### src/rtl/core/mfc_pkg.sv
// mfc_pkg: shared types and constants of the modbus frame classifier
// no dependencies; used by every module under rtl/core except mfc_fifo

package mfc_pkg;

  // frame kinds reported on the result side
  localparam logic [1:0] KIND_INVALID   = 2'd0;
  localparam logic [1:0] KIND_EXCEPTION = 2'd1;
  localparam logic [1:0] KIND_REQUEST   = 2'd2;
  localparam logic [1:0] KIND_RESPONSE  = 2'd3;

  // modbus function codes that the classifier knows
  localparam logic [7:0] FUNC_READ_HOLDING   = 8'h03;
  localparam logic [7:0] FUNC_READ_INPUT     = 8'h04;
  localparam logic [7:0] FUNC_WRITE_SINGLE   = 8'h06;
  localparam logic [7:0] FUNC_WRITE_MULTIPLE = 8'h10;

  // number of leading frame bytes kept
  localparam int HDR_DEPTH = 7;

  // register index decoded from paddr[2]
  localparam logic REG_BROADCAST_ADDRESS = 1'b0;

  // one complete frame as handed from the front to the back
  typedef struct packed {
    logic [HDR_DEPTH-1:0][7:0] hdr;   // header bytes, zero beyond frame length
    logic [7:0]                len;   // frame length, valid when over is low
    logic                      over;  // frame longer than 255 bytes
  } mfc_frame_t;

  // one classification result
  typedef struct packed {
    logic [1:0]  frame_kind;
    logic [7:0]  slave_address;
    logic [7:0]  function_code;
    logic [15:0] start_register;
    logic [15:0] register_count;
    logic [15:0] write_value;
    logic [7:0]  payload_length;
    logic [7:0]  payload_offset;
    logic [7:0]  exception_code;
  } mfc_result_t;

endpackage

### src/rtl/core/modbus_frame_classifier_core.sv
// modbus_frame_classifier_core: top level with queue ports and the apb register
// depends on mfc_pkg, mfc_front, mfc_back and mfc_fifo

// Bytes of a modbus frame (crc removed) are pushed one per cycle, the final byte
// flagged by last_byte; each frame gives exactly one result on the pop side,
// classified as invalid, exception, request or response. Input is taken at one
// byte per clock while full is low. The front stage counts and captures bytes, a
// MID_DEPTH frame queue decouples it from the classifier, which handles one frame
// per cycle while the result queue has room and holds the pending request, and an
// OUT_DEPTH result queue drives the output ports. full rises only when the frame
// queue is full, i.e. while the result side has been stalled.
// broadcast_address lies at byte address 0 of the apb port.

module modbus_frame_classifier_core
  import mfc_pkg::*;
#(
  parameter int MID_DEPTH = 4,
  parameter int OUT_DEPTH = 2
) (
  input  logic        clk,
  input  logic        rst,
  // byte intake
  input  logic        push,
  output logic        full,
  input  logic [7:0]  data_byte,
  input  logic        last_byte,
  // results
  output logic        empty,
  input  logic        pop,
  output logic [1:0]  frame_kind,
  output logic [7:0]  slave_address,
  output logic [7:0]  function_code,
  output logic [15:0] start_register,
  output logic [15:0] register_count,
  output logic [15:0] write_value,
  output logic [7:0]  payload_length,
  output logic [7:0]  payload_offset,
  output logic [7:0]  exception_code,
  // configuration
  input  logic        psel,
  input  logic        penable,
  input  logic        pwrite,
  input  logic [2:0]  paddr,
  input  logic [31:0] pwdata,
  output logic [31:0] prdata,
  output logic        pready
);

  logic        take;
  mfc_frame_t  front_frame;
  logic        front_push;
  mfc_frame_t  mid_frame;
  logic        mid_empty;
  logic        mid_pop;
  mfc_result_t back_result;
  logic        back_push;
  logic        out_full;
  mfc_result_t out_result;
  logic [7:0]  broadcast_address;

  // configuration register
  assign pready = 1'b1;
  assign prdata = (paddr[2] == REG_BROADCAST_ADDRESS) ? {24'd0, broadcast_address} : '0;

  always_ff @(posedge clk) begin
    if (rst) begin
      broadcast_address <= '0;
    end else if (psel && penable && pwrite && pready &&
                 (paddr[2] == REG_BROADCAST_ADDRESS)) begin
      broadcast_address <= pwdata[7:0];
    end
  end

  // front: byte intake
  assign take = push && !full;

  mfc_front u_front (
    .clk        (clk),
    .rst        (rst),
    .take       (take),
    .data_byte  (data_byte),
    .last_byte  (last_byte),
    .frame      (front_frame),
    .frame_push (front_push)
  );

  // frame queue between front and back
  mfc_fifo #(
    .WIDTH ($bits(mfc_frame_t)),
    .DEPTH (MID_DEPTH)
  ) u_mid_fifo (
    .clk     (clk),
    .rst     (rst),
    .wr_en   (front_push),
    .wr_data (front_frame),
    .full    (full),
    .rd_en   (mid_pop),
    .rd_data (mid_frame),
    .empty   (mid_empty)
  );

  // back: classification
  mfc_back u_back (
    .clk               (clk),
    .rst               (rst),
    .frame_valid       (!mid_empty),
    .frame             (mid_frame),
    .frame_pop         (mid_pop),
    .broadcast_address (broadcast_address),
    .result_full       (out_full),
    .result            (back_result),
    .result_push       (back_push)
  );

  // result queue
  mfc_fifo #(
    .WIDTH ($bits(mfc_result_t)),
    .DEPTH (OUT_DEPTH)
  ) u_out_fifo (
    .clk     (clk),
    .rst     (rst),
    .wr_en   (back_push),
    .wr_data (back_result),
    .full    (out_full),
    .rd_en   (pop),
    .rd_data (out_result),
    .empty   (empty)
  );

  assign frame_kind     = out_result.frame_kind;
  assign slave_address  = out_result.slave_address;
  assign function_code  = out_result.function_code;
  assign start_register = out_result.start_register;
  assign register_count = out_result.register_count;
  assign write_value    = out_result.write_value;
  assign payload_length = out_result.payload_length;
  assign payload_offset = out_result.payload_offset;
  assign exception_code = out_result.exception_code;

endmodule

### src/rtl/core/mfc_fifo.sv
// mfc_fifo: small first-word-fall-through queue of registers
// generic width and depth; no package needed

module mfc_fifo #(
  parameter int WIDTH = 8,
  parameter int DEPTH = 2
) (
  input  logic             clk,
  input  logic             rst,
  input  logic             wr_en,
  input  logic [WIDTH-1:0] wr_data,
  output logic             full,
  input  logic             rd_en,
  output logic [WIDTH-1:0] rd_data,
  output logic             empty
);

  localparam int AW = (DEPTH > 1) ? $clog2(DEPTH) : 1;
  localparam int CW = $clog2(DEPTH + 1);

  logic [WIDTH-1:0] mem [DEPTH];
  logic [AW-1:0]    wptr;
  logic [AW-1:0]    rptr;
  logic [CW-1:0]    count;
  logic             wr;
  logic             rd;

  // status and handshake qualification
  assign full    = (count == CW'(DEPTH));
  assign empty   = (count == '0);
  assign wr      = wr_en && !full;
  assign rd      = rd_en && !empty;
  assign rd_data = mem[rptr];

  // storage
  always_ff @(posedge clk) begin
    if (wr) begin
      mem[wptr] <= wr_data;
    end
  end

  // pointers and fill count
  always_ff @(posedge clk) begin
    if (rst) begin
      wptr  <= '0;
      rptr  <= '0;
      count <= '0;
    end else begin
      if (wr) begin
        wptr <= (wptr == AW'(DEPTH - 1)) ? '0 : wptr + AW'(1);
      end
      if (rd) begin
        rptr <= (rptr == AW'(DEPTH - 1)) ? '0 : rptr + AW'(1);
      end
      if (wr && !rd) begin
        count <= count + CW'(1);
      end else if (rd && !wr) begin
        count <= count - CW'(1);
      end
    end
  end

  // fill count stays within depth
  assert property (@(posedge clk) disable iff (rst) count <= CW'(DEPTH))
    else $error("mfc_fifo: fill count beyond depth");

  // a request is only offered by the writer when space is free
  assert property (@(posedge clk) disable iff (rst) !(wr_en && full))
    else $error("mfc_fifo: write into full queue");

endmodule

### src/rtl/core/mfc_front.sv
// mfc_front: byte intake, header capture, length count and overlong detection
// depends on mfc_pkg for the frame record type

module mfc_front
  import mfc_pkg::*;
(
  input  logic       clk,
  input  logic       rst,
  input  logic       take,
  input  logic [7:0] data_byte,
  input  logic       last_byte,
  output mfc_frame_t frame,
  output logic       frame_push
);

  logic [7:0] header_store [HDR_DEPTH];
  logic [7:0] byte_count;
  logic       overlong_flag;
  logic [7:0] len;

  assign len        = byte_count + 8'd1;
  assign frame_push = take && last_byte;

  // frame record: current byte merged in, bytes beyond the length read as zero
  always_comb begin
    for (int i = 0; i < HDR_DEPTH; i++) begin
      if (8'(i) >= len) begin
        frame.hdr[i] = '0;
      end else if (byte_count == 8'(i)) begin
        frame.hdr[i] = data_byte;
      end else begin
        frame.hdr[i] = header_store[i];
      end
    end
    frame.len  = len;
    frame.over = overlong_flag || (byte_count == 8'hFF);
  end

  // header capture
  always_ff @(posedge clk) begin
    if (take && (byte_count < 8'(HDR_DEPTH))) begin
      header_store[byte_count[2:0]] <= data_byte;
    end
  end

  // byte count and overlong flag
  always_ff @(posedge clk) begin
    if (rst) begin
      byte_count    <= '0;
      overlong_flag <= 1'b0;
    end else if (take) begin
      if (last_byte) begin
        byte_count    <= '0;
        overlong_flag <= 1'b0;
      end else if (byte_count == 8'hFF) begin
        overlong_flag <= 1'b1;
      end else begin
        byte_count <= byte_count + 8'd1;
      end
    end
  end

  // the last byte always restarts the count
  assert property (@(posedge clk) disable iff (rst)
    (take && last_byte) |=> (byte_count == '0 && !overlong_flag))
    else $error("mfc_front: count not cleared after last byte");

endmodule

### src/rtl/core/mfc_back.sv
// mfc_back: classifies one queued frame per cycle while result_full is low and
// tracks the pending request; depends on mfc_pkg types and function codes

module mfc_back
  import mfc_pkg::*;
(
  input  logic        clk,
  input  logic        rst,
  input  logic        frame_valid,
  input  mfc_frame_t  frame,
  output logic        frame_pop,
  input  logic [7:0]  broadcast_address,
  input  logic        result_full,
  output mfc_result_t result,
  output logic        result_push
);

  logic [7:0]  pending_address;
  logic [7:0]  pending_function;
  logic [15:0] pending_register;
  logic        set_pending;
  logic        clear_pending;
  logic [7:0]  h [HDR_DEPTH];
  logic        is_read;
  logic        match;

  assign frame_pop   = frame_valid && !result_full;
  assign result_push = frame_pop;

  always_comb begin
    for (int i = 0; i < HDR_DEPTH; i++) begin
      h[i] = frame.hdr[i];
    end
  end

  assign is_read = (h[1] == FUNC_READ_HOLDING) || (h[1] == FUNC_READ_INPUT);
  assign match   = (h[0] == pending_address) && (h[1] == pending_function);

  // classification
  always_comb begin
    result        = '0;
    set_pending   = 1'b0;
    clear_pending = 1'b0;
    if (frame.over) begin
      result.frame_kind = KIND_INVALID;
    end else if (frame.len == 8'd3) begin
      result.frame_kind     = KIND_EXCEPTION;
      result.slave_address  = h[0];
      result.function_code  = h[1];
      result.exception_code = h[2];
    end else if (frame.len >= 8'd5) begin
      result.slave_address = h[0];
      result.function_code = h[1];
      if (is_read) begin
        if (frame.len == 8'd6) begin
          result.frame_kind     = KIND_REQUEST;
          result.start_register = {h[2], h[3]};
          result.register_count = {h[4], h[5]};
        end else begin
          result.payload_length = h[2];
          if (h[2] == frame.len - 8'd3) begin
            result.frame_kind = KIND_RESPONSE;
          end
        end
      end else if (h[1] == FUNC_WRITE_SINGLE) begin
        if (frame.len == 8'd6) begin
          result.start_register = {h[2], h[3]};
          result.register_count = 16'd1;
          result.write_value    = {h[4], h[5]};
          if (match && (h[0] != broadcast_address)) begin
            result.frame_kind = KIND_RESPONSE;
          end else begin
            result.frame_kind = KIND_REQUEST;
          end
        end
      end else if (h[1] == FUNC_WRITE_MULTIPLE) begin
        result.start_register = {h[2], h[3]};
        result.register_count = {h[4], h[5]};
        if (frame.len == 8'd6) begin
          result.frame_kind = KIND_RESPONSE;
        end else if (frame.len >= 8'd7) begin
          result.payload_length = h[6];
          if (h[6] == frame.len - 8'd7) begin
            result.frame_kind = KIND_REQUEST;
          end
        end
      end

      // pending request bookkeeping
      if (result.frame_kind == KIND_REQUEST) begin
        set_pending = 1'b1;
      end else if (result.frame_kind == KIND_RESPONSE) begin
        clear_pending = 1'b1;
        if (match && is_read) begin
          result.start_register = pending_register;
        end
      end

      // payload offset for valid frames with a data block
      if ((result.frame_kind != KIND_INVALID) && (result.payload_length != '0)) begin
        result.payload_offset = frame.len - result.payload_length;
      end
    end
  end

  // pending request registers
  always_ff @(posedge clk) begin
    if (rst) begin
      pending_address  <= '0;
      pending_function <= '0;
      pending_register <= '0;
    end else if (frame_pop) begin
      if (set_pending) begin
        pending_address  <= h[0];
        pending_function <= h[1];
        pending_register <= {h[2], h[3]};
      end else if (clear_pending) begin
        pending_address  <= '0;
        pending_function <= '0;
        pending_register <= '0;
      end
    end
  end

  // a taken response leaves no pending request behind
  assert property (@(posedge clk) disable iff (rst)
    (frame_pop && result.frame_kind == KIND_RESPONSE) |=>
      (pending_address == '0 && pending_function == '0 && pending_register == '0))
    else $error("mfc_back: pending request kept after response");

endmodule

### config.mk
export PLATFORM = sky130hd
export DESIGN_NAME = modbus_frame_classifier_core
export DESIGN_NICKNAME = d
export VERILOG_FILES = /design/src/rtl/core/mfc_pkg.sv /design/src/rtl/core/modbus_frame_classifier_core.sv /design/src/rtl/core/mfc_fifo.sv /design/src/rtl/core/mfc_front.sv /design/src/rtl/core/mfc_back.sv
export SDC_FILE = /design/constraint.sdc
export NUM_CORES = 1
export LEC_CHECK = 0
export BUFFER_PORTS_ARGS = -buffer_cell sky130_fd_sc_hd__clkbuf_2
export CAP_MARGIN = 20
export CORE_ASPECT_RATIO = 1.5
export CORE_MARGIN = 2
export CORE_UTILIZATION = 30
export DETAILED_ROUTE_END_ITERATION = 6
export PLACE_DENSITY = 0.52
export SKIP_LAST_GASP = 1
export SYNTH_ARGS = -nofsm -noshare
export SYNTH_HDL_FRONTEND = slang
export SYNTH_SLANG_ARGS = --single-unit
### constraint.sdc
create_clock -name clk -period 4.7 [get_ports clk]
set_input_delay 0.235 -clock clk [delete_from_list [all_inputs] [get_ports clk]]
set_output_delay 0.235 -clock clk [all_outputs]
set_load 0.05 [all_outputs]
==> flow_summary.ini <==
[layout]
finalNetCount = 1762
n_fill_cell = 7375
layoutNonFillerInstCount = 2742
multi_input_combinational_cell_area_um2 = 6720
insertedDiodeCount = 0
post_route_cells_drive_above_1_share_pct = 25.6
final-seq-area_um2 = 16200
final_core_util_pct = 35.1
signed_area_change_from_the_synthesized_netlist_to_the_final_layout_pct = 16.3

[logic_synthesis]
syn_area_per_cell_um2 = 15.5
synth_async_sr_flop_share_pct = 0
ys_seq_elements = 559
synth.top_cells.by_area = sky130_fd_sc_hd__edfxtp_1 (64%), sky130_fd_sc_hd__mux4_2 (6.3%), sky130_fd_sc_hd__dfxtp_1 (5.4%)
ys.warnings.count = 0
netlist_instances = 1508
synth.top_cell.area_share_pct = 63.9
synth_commonest_cells = sky130_fd_sc_hd__edfxtp_1 (496), sky130_fd_sc_hd__nand2_1 (127), sky130_fd_sc_hd__nor2_1 (100), sky130_fd_sc_hd__mux2_2 (90), sky130_fd_sc_hd__a21oi_1 (89)
yosys.cell_types.count = 62
ys_dominant_reg_cell = sky130_fd_sc_hd__edfxtp_1
sequential_cell_area_fraction_in_the_yosys_report_pct = 69.3
library_cell_with_the_largest_summed_area_after_synthesis = sky130_fd_sc_hd__edfxtp_1
edff_count_synth = 496
synth_most_common_cell = sky130_fd_sc_hd__edfxtp_1
syn_area_um2 = 23300

[floorplanning]
die_width_um = 232
die-area_um2 = 80000
number_of_top_level_pins = 176
floorplan.initialDensity_pct = 30.2
core_region_area_um2 = 77300
die_h_um = 346
placement_rows = 125

[critical_path]
setup.reg_to_reg.worst_slack_ns = 0.29
cp_max_fo = 8
cp-end-kind = flip-flop
crit-reg2reg-capture = u_out_fifo.mem[0][15]
cp.arrival_ns = 4.72
r2r_cells = 17
timing.critical_path.required_ns = 5.01
criticalPathCategory = flip-flop to flip-flop
critical_path.startpoint_type = flip-flop

[cts]
number_of_cts_inserted_buffers = 50
clk_root_buffer_cell = sky130_fd_sc_hd__clkbuf_16
clock_path_buffers = 3
tritoncts_num_sinks = 559
cts_post_setup_buffers_inserted = 0
clk_latency_ns = 0.59
h_tree_depth = 2
clk_pin_slew_worst_paths_ns = 0.07
tritoncts = yes

[timing]
final.setup.worst_slack_ns = 0.289
final.hold.worst_slack_ns = 0.0512
finalClockSkew_ns = 0.0199
drv_slew = 0
hold_violations = 0
worst_slew_pin_slew_ns = 1.02
setup_violations = 0
fmaxAchievable_mhz = 227
setup-tns-final_ns = 0
final_period_minus_worst_setup_slack_ns = 4.41
slew_headroom_pct = 32.0
rsz0062_at_grt = false
timing.final.crit_share_pct = 93.8

[pwr]
total_leakage_power_nw = 9.25
power-per-cell-area_nw_per_um2 = 615
power.ir.vdd_worst_mv = 0.260

[placed_design]
post-place-cells = 2640
dp_slack_ns = 0.155
place.gp.congestion = 0.808
portBuffers = 124
dp_hpwl_um = 34800

[run]
cap_violations = 0

[route]
wire_per_inst_um = 19.0
routed_wl_um = 52100
post_drt_via_cell_ratio = 4.63
detail_route.iter0.violations = 646
drcViolationCount = 0
via_count = 12700
drtPass1Iterations = 5
drt.antenna.violating_nets = 0

[grt]
antenna_found_initial = 2
grt_pass1_wl_um = 80000
maximum_number_of_pins_on_one_net_before_global_route_repair = 66
first_global_vias = 13200
grt_use_total_pct = 13.0
grt_overflow_total = 0

[min_path]
hold_startpoint = rst
worst_hold_path.endpoint = u_back.pending_address[0]
hold_path_class = primary input to flip-flop
hold_path_depth = 2

[run_status]
result_of_the_run = finished, final reports clean
==> through the flow <==
step	area, µm²	power, mW
after CTS	27100	16.9
after detailed placement	25400	12.7
after global routing	27100	17.5
after global placement	25400	12.6
final	27100	16.7
after floorplan	23400	11.1
==> cell type report <==
type / count / share of cell area [%]
clock buffers: 63 / 4.94
clock inverters: 30 / 1.25
inverters: 21 / 0.291
multi-input cells: 860 / 24.8
flip-flops and latches: 559 / 59.6
well taps: 1016 / 4.69
repair buffers: 193 / 4.47
==> registers in the layout, summed over array words and instances, names as in the netlist, named ones only <==
register,flops
broadcast_address,8
u_back.pending_address,8
u_back.pending_function,8
u_back.pending_register,16
u_front.byte_count,8
u_front.header_store,56
u_front.overlong_flag,1
u_mid_fifo.count,3
u_mid_fifo.mem,260
u_mid_fifo.rptr,2
u_mid_fifo.wptr,2
u_out_fifo.count,2
u_out_fifo.mem,180
u_out_fifo.rptr,1
u_out_fifo.wptr,1
==> where the power goes <==
part	switching, mW	leakage [nW]	internal, mW	total, mW
clock	1.80	0.818	2.42	4.21
combinational	4.01	3.29	1.89	5.90
sequential	0.240	5.14	6.32	6.56
total	6.05	9.25	10.6	16.7
==> cells in the final DEF (no fill, tap or decap), drive strengths merged, types with 7 or more instances in the layout <==
cell,count
edfxtp,496
clkbuf,187
nand2,127
nor2,101
mux2,90
a21oi,89
mux4,65
dfxtp,63
buf,61
xnor2,51
nor2b,49
nand3,36
a22oi,29
mux2i,28
and2,27
conb,25
ha,24
inv,23
clkinv,17
nor3,16
xor2,12
o21ai,11
nand4,9
nand3b,8
dlygate4sd3,8
and3,8
nand2b,7
bufinv,7
==> logic make-up (layout without fill, tap and decap cells) <==
kind of cell	count (synthesis)	in the layout	synth area share [%]
other	2	25	0.0322
adders and majority gates	26	26	1.46
buffers and inverters	112	307	2.46
AOI/OAI and AO/OA	150	150	3.92
DFF	559	559	69.3
xor gates and xnor gates	63	63	2.40
muxes	183	183	11.8
and+or+nand+nor	413	413	8.65
==> critical path, cell delays in order (launching register included) <==
cell and delay, ns:
sky130_fd_sc_hd__dfxtp_4 0.42, sky130_fd_sc_hd__mux4_2 0.56, sky130_fd_sc_hd__or4_1 0.61, sky130_fd_sc_hd__nor2_1 0.15, sky130_fd_sc_hd__nand3_1 0.25, sky130_fd_sc_hd__a211oi_2 0.30, sky130_fd_sc_hd__buf_4 0.19, sky130_fd_sc_hd__a22o_1 0.18
sky130_fd_sc_hd__ha_1 0.16, sky130_fd_sc_hd__nor2b_1 0.04, sky130_fd_sc_hd__o21ai_0 0.16, sky130_fd_sc_hd__nand2b_1 0.11, sky130_fd_sc_hd__a21o_1 0.19, sky130_fd_sc_hd__a21o_1 0.20, sky130_fd_sc_hd__a31oi_1 0.21, sky130_fd_sc_hd__xnor2_1 0.17
sky130_fd_sc_hd__xnor2_1 0.14, sky130_fd_sc_hd__nor2_1 0.07
==> repair_timing <==
action / in CTS / in global routing
endpoints found under the setup margin: 0 / 4
gates resized for setup: 0 / 2
hold endpoints to repair: 8 / 0
hold buffers: 8 / 0
==> how the worst max path moves through the flow <==
stage / startpoint / slack [ns] / to
finish: flip-flop / 0.29 / u_out_fifo.mem[0][15]
global route: flip-flop / 0.02 / u_out_fifo.mem[1][15]
CTS: flip-flop / 0.11 / u_back.pending_register[5]
detailed placement: flip-flop / 0.16 / u_back.pending_register[5]
global placement: flip-flop / 0.21 / u_back.pending_register[2]
floorplan: u_mid_fifo.count[0] / -0.28 / u_out_fifo.mem[0][0]
==> per-layer routing <==
layer	global-route usage, %	vias up	routed length (µm)
li1	-	5978	-
met1	15.3	6383	20900
met2	23.3	253	27100
met3	1.95	88	2200
met4	5.25	4	1910
met5	0	-	25
Note: power is estimated with default switching activity, not from simulation.
